==> config.mk <==
export PLATFORM = sky130hd
export DESIGN_NAME = min_max_stack
export DESIGN_NICKNAME = d
export VERILOG_FILES = /design/src/rtl/mms_pkg.sv /design/src/rtl/min_max_stack.sv
export SDC_FILE = /design/constraint.sdc
export NUM_CORES = 2
export LEC_CHECK = 0
export BUFFER_PORTS_ARGS = -buffer_cell sky130_fd_sc_hd__buf_2
export CAP_MARGIN = 20
export CORE_MARGIN = 4
export CORE_UTILIZATION = 30
export CTS_CLUSTER_SIZE = 10
export DETAILED_ROUTE_END_ITERATION = 6
export GPL_ROUTABILITY_DRIVEN = 0
export PLACE_DENSITY = 0.42
export SETUP_SLACK_MARGIN = 0.2
export SYNTH_ARGS = -nofsm -noshare
export SYNTH_HDL_FRONTEND = slang
export SYNTH_SLANG_ARGS = --single-unit
==> constraint.sdc <==
create_clock -name clk -period 10.82 [get_ports clk]
set_input_delay 3.246 -clock clk [delete_from_list [all_inputs] [get_ports clk]]
set_output_delay 3.246 -clock clk [all_outputs]
set_load 0.01 [all_outputs]
==> src/rtl/mms_pkg.sv <==
`timescale 1ns / 1ps
// ----------------------------------------------------------------------------
// mms_pkg: shared types and constants of the min/max stack
// Stack depth, field widths, operation and status codes, stored level format.
// ----------------------------------------------------------------------------
package mms_pkg;

	localparam int DEPTH    = 16;
	localparam int ADDR_W   = $clog2(DEPTH);
	localparam int CNT_W    = $clog2(DEPTH + 1);
	localparam int DATA_W   = 32;
	localparam int COUNT_W  = 5;
	localparam int MODE_W   = 2;
	localparam int STATUS_W = 2;

	typedef enum logic [MODE_W-1:0] {
		MODE_PUSH  = 2'd0,
		MODE_POP   = 2'd1,
		MODE_QUERY = 2'd2
	} mode_t;

	typedef enum logic [STATUS_W-1:0] {
		STAT_OK        = 2'd0,
		STAT_OVERFLOW  = 2'd1,
		STAT_UNDERFLOW = 2'd2
	} status_t;

	typedef enum logic [1:0] {
		S_IDLE,
		S_FETCH,
		S_EMIT
	} state_t;

	// one stack level: the entry and the running extremes from the bottom up to it
	typedef struct packed {
		logic signed [DATA_W-1:0] entry;
		logic signed [DATA_W-1:0] lmax;
		logic signed [DATA_W-1:0] lmin;
	} level_t;

endpackage

==> src/rtl/min_max_stack.sv <==
`timescale 1ns / 1ps
// ----------------------------------------------------------------------------
// min_max_stack: bounded LIFO of signed 32-bit values with running extremes
// Push, pop or query per transaction; each returns one result transaction.
// ----------------------------------------------------------------------------
// Every input transaction (push, pop or query) yields exactly one result
// transaction carrying the popped value, a status, the fill count, and the
// top, greatest and smallest stored values (all three read 0 when empty).
// Each level lives in a single-port-write, registered-read memory together
// with the running maximum and minimum from the bottom up to that level, so
// the extremes of the whole stack are those of the top level. The top level
// is also held in registers. A push or query therefore needs no memory read:
// the block sustains one such transaction per cycle while the output side
// drains. A successful pop that leaves the stack non-empty must fetch the new
// top level from the memory, whose registered read output is loaded into the
// top registers in a fetch state. The result is held in a pending register
// and moves into the output register once that is free; a new transaction
// is taken while a finished result still waits there. A full push reports
// overflow and an empty pop reports underflow; the stack is left unchanged.
// Mode code 3 acts as a query.
// ----------------------------------------------------------------------------
module min_max_stack (
	input  logic                                  clk,
	input  logic                                  arst_n,
	input  logic                                  in_valid,
	output logic                                  in_ready,
	input  logic [mms_pkg::MODE_W-1:0]            mode,
	input  logic signed [mms_pkg::DATA_W-1:0]     push_value,
	output logic                                  out_valid,
	input  logic                                  out_ready,
	output logic signed [mms_pkg::DATA_W-1:0]     popped_value,
	output logic [mms_pkg::STATUS_W-1:0]          status,
	output logic [mms_pkg::COUNT_W-1:0]           entry_count,
	output logic signed [mms_pkg::DATA_W-1:0]     top_value,
	output logic signed [mms_pkg::DATA_W-1:0]     greatest_value,
	output logic signed [mms_pkg::DATA_W-1:0]     smallest_value
);

	// control state
	mms_pkg::state_t                   state_q, state_d;
	logic [mms_pkg::CNT_W-1:0]         count_q;
	logic                              out_valid_q;

	// top level copy and pending result fields
	logic signed [mms_pkg::DATA_W-1:0] top_q, tmax_q, tmin_q;
	logic signed [mms_pkg::DATA_W-1:0] popped_q;
	mms_pkg::status_t                  status_q;

	// output register payload
	logic signed [mms_pkg::DATA_W-1:0] out_popped_q, out_top_q, out_max_q, out_min_q;
	logic [mms_pkg::STATUS_W-1:0]      out_status_q;
	logic [mms_pkg::COUNT_W-1:0]       out_count_q;

	// level memory
	mms_pkg::level_t                   mem [mms_pkg::DEPTH];
	mms_pkg::level_t                   rd_q;
	mms_pkg::level_t                   wr_level;
	logic                              mem_we, mem_re;
	logic [mms_pkg::ADDR_W-1:0]        waddr, raddr;

	// decode of the current transaction
	logic                              accept, slot_free, load_out;
	logic                              is_push, is_pop, empty, full;
	logic                              push_ok, pop_ok, need_fetch;
	logic signed [mms_pkg::DATA_W-1:0] new_max, new_min;

	assign accept    = in_valid && in_ready;
	assign slot_free = !out_valid_q || out_ready;
	assign empty     = (count_q == '0);
	assign full      = (count_q == mms_pkg::CNT_W'(mms_pkg::DEPTH));
	assign is_push   = (mode == mms_pkg::MODE_PUSH);
	assign is_pop    = (mode == mms_pkg::MODE_POP);
	assign push_ok   = accept && is_push && !full;
	assign pop_ok    = accept && is_pop && !empty;
	// a pop that leaves at least one level must fetch the new top
	assign need_fetch = pop_ok && (count_q > mms_pkg::CNT_W'(1));

	// extremes for a pushed level: fold the value into those of the current top
	always_comb begin
		if (empty) begin
			new_max = push_value;
			new_min = push_value;
		end else begin
			new_max = (tmax_q < push_value) ? push_value : tmax_q;
			new_min = (push_value < tmin_q) ? push_value : tmin_q;
		end
	end

	assign wr_level = '{entry: push_value, lmax: new_max, lmin: new_min};
	assign mem_we   = push_ok;
	assign waddr    = count_q[mms_pkg::ADDR_W-1:0];
	assign mem_re   = need_fetch;
	assign raddr    = mms_pkg::ADDR_W'(count_q - mms_pkg::CNT_W'(2));

	// Write and read never fall in the same cycle (push and pop are distinct
	// transactions), and a read always falls in a later cycle than any earlier write,
	// so no forwarding is needed.
	always_ff @(posedge clk) begin
		if (mem_we) begin
			mem[waddr] <= wr_level;
		end
		if (mem_re) begin
			rd_q <= mem[raddr];
		end
	end

	// next state
	always_comb begin
		state_d = state_q;
		unique case (state_q)
			mms_pkg::S_IDLE, mms_pkg::S_EMIT: begin
				if (accept) begin
					state_d = need_fetch ? mms_pkg::S_FETCH : mms_pkg::S_EMIT;
				end else if (load_out) begin
					state_d = mms_pkg::S_IDLE;
				end
			end
			mms_pkg::S_FETCH: begin
				state_d = mms_pkg::S_EMIT;
			end
			default: begin
				state_d = mms_pkg::S_IDLE;
			end
		endcase
	end

	// FSM outputs: idle always takes a new transaction; emit takes one in the same
	// cycle as the pending result moves into the output register; fetch takes none
	always_comb begin
		in_ready = 1'b0;
		load_out = 1'b0;
		unique case (state_q)
			mms_pkg::S_IDLE: begin
				in_ready = 1'b1;
			end
			mms_pkg::S_EMIT: begin
				load_out = slot_free;
				in_ready = slot_free;
			end
			mms_pkg::S_FETCH: begin
				in_ready = 1'b0;
			end
			default: begin
				in_ready = 1'b0;
			end
		endcase
	end

	// control registers
	always_ff @(posedge clk or negedge arst_n) begin
		if (!arst_n) begin
			state_q     <= mms_pkg::S_IDLE;
			count_q     <= '0;
			out_valid_q <= 1'b0;
		end else begin
			state_q <= state_d;
			if (push_ok) begin
				count_q <= count_q + mms_pkg::CNT_W'(1);
			end else if (pop_ok) begin
				count_q <= count_q - mms_pkg::CNT_W'(1);
			end
			if (load_out) begin
				out_valid_q <= 1'b1;
			end else if (out_ready) begin
				out_valid_q <= 1'b0;
			end
		end
	end

	// top-level copy and pending result fields
	always_ff @(posedge clk) begin
		if (accept) begin
			popped_q <= pop_ok ? top_q : '0;
			if (is_push && full) begin
				status_q <= mms_pkg::STAT_OVERFLOW;
			end else if (is_pop && empty) begin
				status_q <= mms_pkg::STAT_UNDERFLOW;
			end else begin
				status_q <= mms_pkg::STAT_OK;
			end
		end
		if (push_ok) begin
			top_q  <= push_value;
			tmax_q <= new_max;
			tmin_q <= new_min;
		end else if (state_q == mms_pkg::S_FETCH) begin
			top_q  <= rd_q.entry;
			tmax_q <= rd_q.lmax;
			tmin_q <= rd_q.lmin;
		end
	end

	// output register: load the pending result, zero the stack view when empty
	always_ff @(posedge clk) begin
		if (load_out) begin
			out_popped_q <= popped_q;
			out_status_q <= status_q;
			out_count_q  <= mms_pkg::COUNT_W'(count_q);
			out_top_q    <= empty ? '0 : top_q;
			out_max_q    <= empty ? '0 : tmax_q;
			out_min_q    <= empty ? '0 : tmin_q;
		end
	end

	assign out_valid      = out_valid_q;
	assign popped_value   = out_popped_q;
	assign status         = out_status_q;
	assign entry_count    = out_count_q;
	assign top_value      = out_top_q;
	assign greatest_value = out_max_q;
	assign smallest_value = out_min_q;

	// checks
	a_count_bound: assert property (@(posedge clk) disable iff (!arst_n)
		count_q <= mms_pkg::CNT_W'(mms_pkg::DEPTH))
		else $error("fill count beyond stack depth");

	a_fetch_after_pop: assert property (@(posedge clk) disable iff (!arst_n)
		accept && need_fetch |=> state_q == mms_pkg::S_FETCH && !in_ready)
		else $error("pop did not stall for the level fetch");

	a_overflow_full: assert property (@(posedge clk) disable iff (!arst_n)
		out_valid && status == mms_pkg::STAT_OVERFLOW
			|-> entry_count == mms_pkg::COUNT_W'(mms_pkg::DEPTH))
		else $error("overflow reported on a stack that is not full");

	a_empty_zero: assert property (@(posedge clk) disable iff (!arst_n)
		out_valid && entry_count == '0
			|-> top_value == '0 && greatest_value == '0 && smallest_value == '0)
		else $error("empty stack shows nonzero values");

endmodule
Yosys cells after proc, flatten, opt, wreduce, memory -nomap -nowiden

Memory sizes are Yosys's and may differ from the RTL's. A register that Yosys moved wholly into a read port is not among the register bits.
Cells that the tools add are included.

Output and inout port bits: 137
Flip-flop bits (word level): 273
Word-level logic and storage cells: 68
Memories: 1
RAM bits: 1536
Input port bits: 38

Magnitude comparators: 3
Reduce and logical (&&, ||, !) cells: 19
Add/subtract/negate cells: 3
Muxes and demuxes: 23
Eq/ne operators: 5

Memories:

| name | words | bits a word | rd ports | clocked after Yosys merged registers in | write ports | RTL line            | source |
|---|---|---|---|---|---|---|---|
| mem  | 16    | 96          | 1        | 1                                       | 1           | min_max_stack.sv:55 | `mms_pkg::level_t mem [mms_pkg::DEPTH];` |

Operators with widths:

| cell                | number |
|---|---|
| $mux 32             | 10 |
| $lt 32x32->1        | 2 |
| $mux 5              | 2 |
| $logic_and 1x1->1   | 8 |
| $mux 2              | 4 |
| $reduce_bool 2->1   | 3 |
| $add 5x1->5 const B | 1 |
| $eq 5x5->1 const B  | 1 |
| $gt 5x1->1 const B  | 1 |
| $logic_not 5->1     | 1 |
| $mux 1              | 5 |
| $sub 5x1->5 const B | 1 |
| $eq 2x1->1 const B  | 2 |
| $logic_not 2->1     | 2 |
| $pmux 2 s2          | 1 |
| $sub 4x2->4 const B | 1 |
| $logic_not 1->1     | 3 |
| $ne 3x3->1 const B  | 1 |
| $eq 2x2->1 const B  | 1 |
| $pmux 1 s2          | 1 |
| $reduce_or 2->1     | 1 |
| $logic_or 1x1->1    | 1 |

Depth between registers and ports, before layout

Depth in word-level cells: 10
Mapped depth: 13
Gate-level depth less buffers: 10

Worst setup path after synthesis

Ideal clock, no wire load.

Kind: in2reg
From: input out_ready
To: memory mem[2][0] (netlist bit) (enable)
Path buffers: 3
Arrival time: 11.334 ns
Stages: 8
Data required time: 10.152 ns
Setup time: 0.668 ns
Path slack: -1.182 ns
Cell sequence: nor2b_1 a21oi_1 nand2_1 or4_1 clkbuf_1 clkbuf_1 clkbuf_1 nor3_1

Word-level cells in the longest chain between the ends: 7

Ends and longest elaborated chain:

| element                         | RTL line             | source |
|---|---|---|
| start, declared                 | min_max_stack.sv:30  | `input logic out_ready,` |
| $logic_or 1x1->1                | min_max_stack.sv:68  | `assign slot_free = !out_valid_q \|\| out_ready;` |
| $pmux 1 s2                      | min_max_stack.sv:132 | `unique case (state_q)` |
| net in_ready                    | min_max_stack.sv:26  | `output logic in_ready,` |
| $logic_and 1x1->1               | min_max_stack.sv:67  | `assign accept = in_valid && in_ready;` |
| $logic_and 1x1->1 (2 in series) | min_max_stack.sv:73  | `assign push_ok = accept && is_push && !full;` |
| $mux 1                          | min_max_stack.sv:99  | `if (mem_we) begin` |
| $mux 1 (implied by the code)    | min_max_stack.sv:100 | `mem[waddr] <= wr_level;` |
| end, declared                   | min_max_stack.sv:55  |  |

The timed path passes the listed nets, and every way through them passes these cells.

Worst setup path in the final report

From: input push_value[17] (netlist bit)
To: register tmax_q[0] (netlist bit), data pin

Word-level cells in the longest chain between the ends: 4

Ends and longest elaborated chain:

| element              | RTL line             | source |
|---|---|---|
| start, declared      | min_max_stack.sv:28  | `input logic signed [mms_pkg::DATA_W-1:0] push_value,` |
| $lt 32x32->1         | min_max_stack.sv:84  | `new_max = (tmax_q < push_value) ? push_value : tmax_q;` |
| $mux 32              | min_max_stack.sv:84  |  |
| $mux 32              | min_max_stack.sv:80  | `if (empty) begin` |
| net new_max, one bit | min_max_stack.sv:65  | `logic signed [mms_pkg::DATA_W-1:0] new_max, new_min;` |
| $mux 32              | min_max_stack.sv:182 | `if (push_ok) begin` |
| end signal, assigned | min_max_stack.sv:184 | `tmax_q <= new_max;` |
| end signal, assigned | min_max_stack.sv:188 | `tmax_q <= rd_q.lmax;` |
| end, declared        | min_max_stack.sv:45  | `logic signed [mms_pkg::DATA_W-1:0] top_q, tmax_q, tmin_q;` |

The timed path passes the listed nets, and every way through them passes these cells.
A chain may end at the register's enable or synchronous reset.

==> results.json <==
{
  "detail_route.first_pass.iterations": 7,
  "post-cts-setup-buffers": 0,
  "die_w_um": 502,
  "status": "finished, violations left",
  "cp.required_ns": 11.42,
  "skew_ns": 0.0488,
  "layout_min_cycle_time_ns": 7.25,
  "fin_nets": 3692,
  "clockBufferDepth": 3,
  "route.vias.total": 34100,
  "synth_top_area_share_pct": 77.9,
  "clk_latency_ns": 0.86,
  "overflow": 0,
  "layoutNonFillerInstCount": 6874,
  "fin_total_pwr_w": 0.0219,
  "drt-wirelength-per-cell_um": 30.8,
  "dp_cells": 6567,
  "dpl_cell_area_sq_um": 78500,
  "tns_ns": 0,
  "cts-root-buf": "clkbuf_16",
  "grt_max_degree": 112,
  "drt_iter0_markers": 3022,
  "grt_pass1_wl_um": 296000,
  "slew_violations": 0,
  "critical_path_class": "in2reg",
  "synth_edf_count": 1897,
  "hp-class": "reg2reg",
  "ctsHoldBuffers": 0,
  "core_sq_um": 243000,
  "ys_seq_area_share_pct": 78.1,
  "finalWirelength_um": 212000,
  "cts_resized": 0,
  "cap_violations": 0,
  "syn_nets": 3363,
  "grt_pass1_vias": 35700,
  "route.detailed.drc": 3,
  "rows": 181,
  "synth_area_leaders": "edfxtp_1 (78%), mux4_2 (15%), ha_1 (1.2%), and2_1 (0.85%), nand2_1 (0.81%)",
  "num_io_pins": 175,
  "clock.fmax_ghz": 0.138,
  "cts_tree": "built",
  "synth_flop_cell": "edfxtp_1",
  "cp-end-kind": "flip-flop",
  "cellPowerDensity_nw_per_um2": 259,
  "worstMarginPinSlew_ns": 1.09,
  "numCtsBuffers": 217,
  "synthDistinctLibCells": 46,
  "slew_headroom_pct": 25.9,
  "track_usage_pct": 16.8,
  "routed_via_density": 4.97,
  "yosys_warnings": 0,
  "hold_viol": 0,
  "start_kind": "input port",
  "place_hpwl_um": 115000,
  "syn_area_per_cell_sq_um": 22.5,
  "p_leak_nw": 26.9,
  "rsz0062_at_grt": "no",
  "netlist_area_sq_um": 73200,
  "violations": "DRC",
  "final_area_sq_um": 84500,
  "die_area_sq_um": 252000,
  "reg2reg_slack_ns": 5.79,
  "synth_top_area_cell": "edfxtp_1",
  "clkSlewWorstSetupHoldPaths_ns": 0.05,
  "final.setup.worst_slack_ns": 3.57,
  "grt_antenna_before_repair": 22,
  "port_buffers": 174,
  "finalSetupViolCount": 0,
  "drtAntennaViolNets": 0,
  "cts.sinks": 1905,
  "fin_crit_sh_pct": 67.0,
  "crit_fanout": 20,
  "peakVddDrop_uv": 247,
  "die_h_um": 502,
  "synth_cells": 3255,
  "dp_slack_ns": 2.67,
  "ys_seq_elements": 1905,
  "drive_gt1_share_pct": 29.5,
  "h-tree-depth": 4,
  "start_util_pct": 30.1,
  "worst_ep_arrival_time_ns": 7.85,
  "synthArstFlopShare_pct": 0.420,
  "area_growth_pct": 15.5
}
==> sequential cells by signal, indices dropped and copies added, names as in the netlist <==
name and flops:
entry_count 5, top_value 32, out_valid 1, mem 1536, count_q 5, popped_value 32, status 2, tmax_q 32
greatest_value 32, rd_q 96, smallest_value 32, state_q 2, tmin_q 32, status_q 2, popped_q 32, top_q 32
==> logic make-up (layout without fill, tap and decap cells) <==
logic type                 Yosys count  count (layout)  synth area share, %
DFF                               1905            1905                 78.1
muxes                              549             549                 16.0
and+or+nand+nor                    383             383                 2.46
buffers and inverters              218             631                 1.15
AOI/OAI and AO/OA                  125             125                 1.01
adders and majority gates           70              70                 1.20
xor gates and xnor gates             5               5               0.0599
other                                0               4                    0
==> worst max-delay path, cell delays in order <==
cell,delay [ns]
buf_2,0.40
inv_1,0.22
ha_1,0.36
a21oi_1,0.18
o21ai_1,0.13
a221o_1,0.36
a2111oi_0,0.58
a21boi_2,0.37
mux2i_4,0.68
buf_4,0.44
mux2_2,0.52
mux2_2,0.31
==> cell usage in the layout (no fill, tap or decap), types with 8 or more instances in the layout <==
master,synthesis,routed
buf_2,2,174
clkinv_1,0,14
edfxtp_1,1897,1897
buf_12,0,14
o21ai_0,41,41
ha_1,70,69
mux4_2,480,480
and3_4,0,8
inv_1,66,65
clkbuf_1,108,49
nor2_1,82,77
mux2_2,35,35
and2_1,99,99
a21oi_1,29,29
clkbuf_16,0,221
buf_4,0,74
nand2_1,158,157
a31oi_1,33,33
mux2_4,30,30
==> area by class of cell <==
type	instances	area, sq um
Inverter	66	248
Multi-Input combinational cell	1132	15300
Clock inverter	33	273
Clock buffer	270	5710
Sequential cell	1905	57200
Fill cell	22500	159000
Tap cell	3202	4010
Antenna cell	4	10.0
Timing Repair Buffer	262	1710
==> final timing paths <==
kind	startpoint	end	cells after the start
hold / removal	popped_q[1]	popped_value[1]	0
max in group asynchronous	arst_n	count_q[0]	1
setup / recovery	push_value[17]	tmax_q[0]	12
setup reg to reg	count_q[1]	rd_q[78]	6
min in group asynchronous	arst_n	count_q[1]	1
hold reg to reg	popped_q[1]	popped_value[1]	0
==> Yosys cell counts, types with 5 or more instances <==
library cell     n
o21ai_0         41
and2_1          99
ha_1            70
clkbuf_1       108
a31oi_1         33
and3_1          10
mux2_4          30
mux4_2         480
nand2_1        158
edfxtp_1      1897
inv_1           66
nor3_1           6
mux2_2          35
nand4_1          5
nand2b_1         6
buf_1           39
a21oi_1         29
dfrtp_1          8
nor2_1          82
==> power by group <==
group          internal, W  leakage (nW)  switching, W  total, W
Sequential         0.00929          17.3      0.000266   0.00956
Combinational      0.00258          6.67       0.00328   0.00586
Clock              0.00366          2.91       0.00283   0.00649
==> metrics by stage <==
step	utilization, %	hold WS (ns)
finish	34.8	0.417
global route	34.8	0.421
CTS	34.8	0.414
detailed placement	32.3	0.405
global placement	32.3	0.402
floorplan	-	0.400
==> routing by layer <==
| layer | up-vias | global-route usage (%) | wire length (um) |
|---|---|---|---|
| li1 | 14100 | - | - |
| met1 | 18800 | 23.7 | 95200 |
| met2 | 919 | 27.5 | 103000 |
| met3 | 259 | 2.72 | 10100 |
| met4 | 4 | 3.42 | 3490 |
| met5 | - | 0 | 21 |
Note: power is estimated with default switching activity, not from simulation.
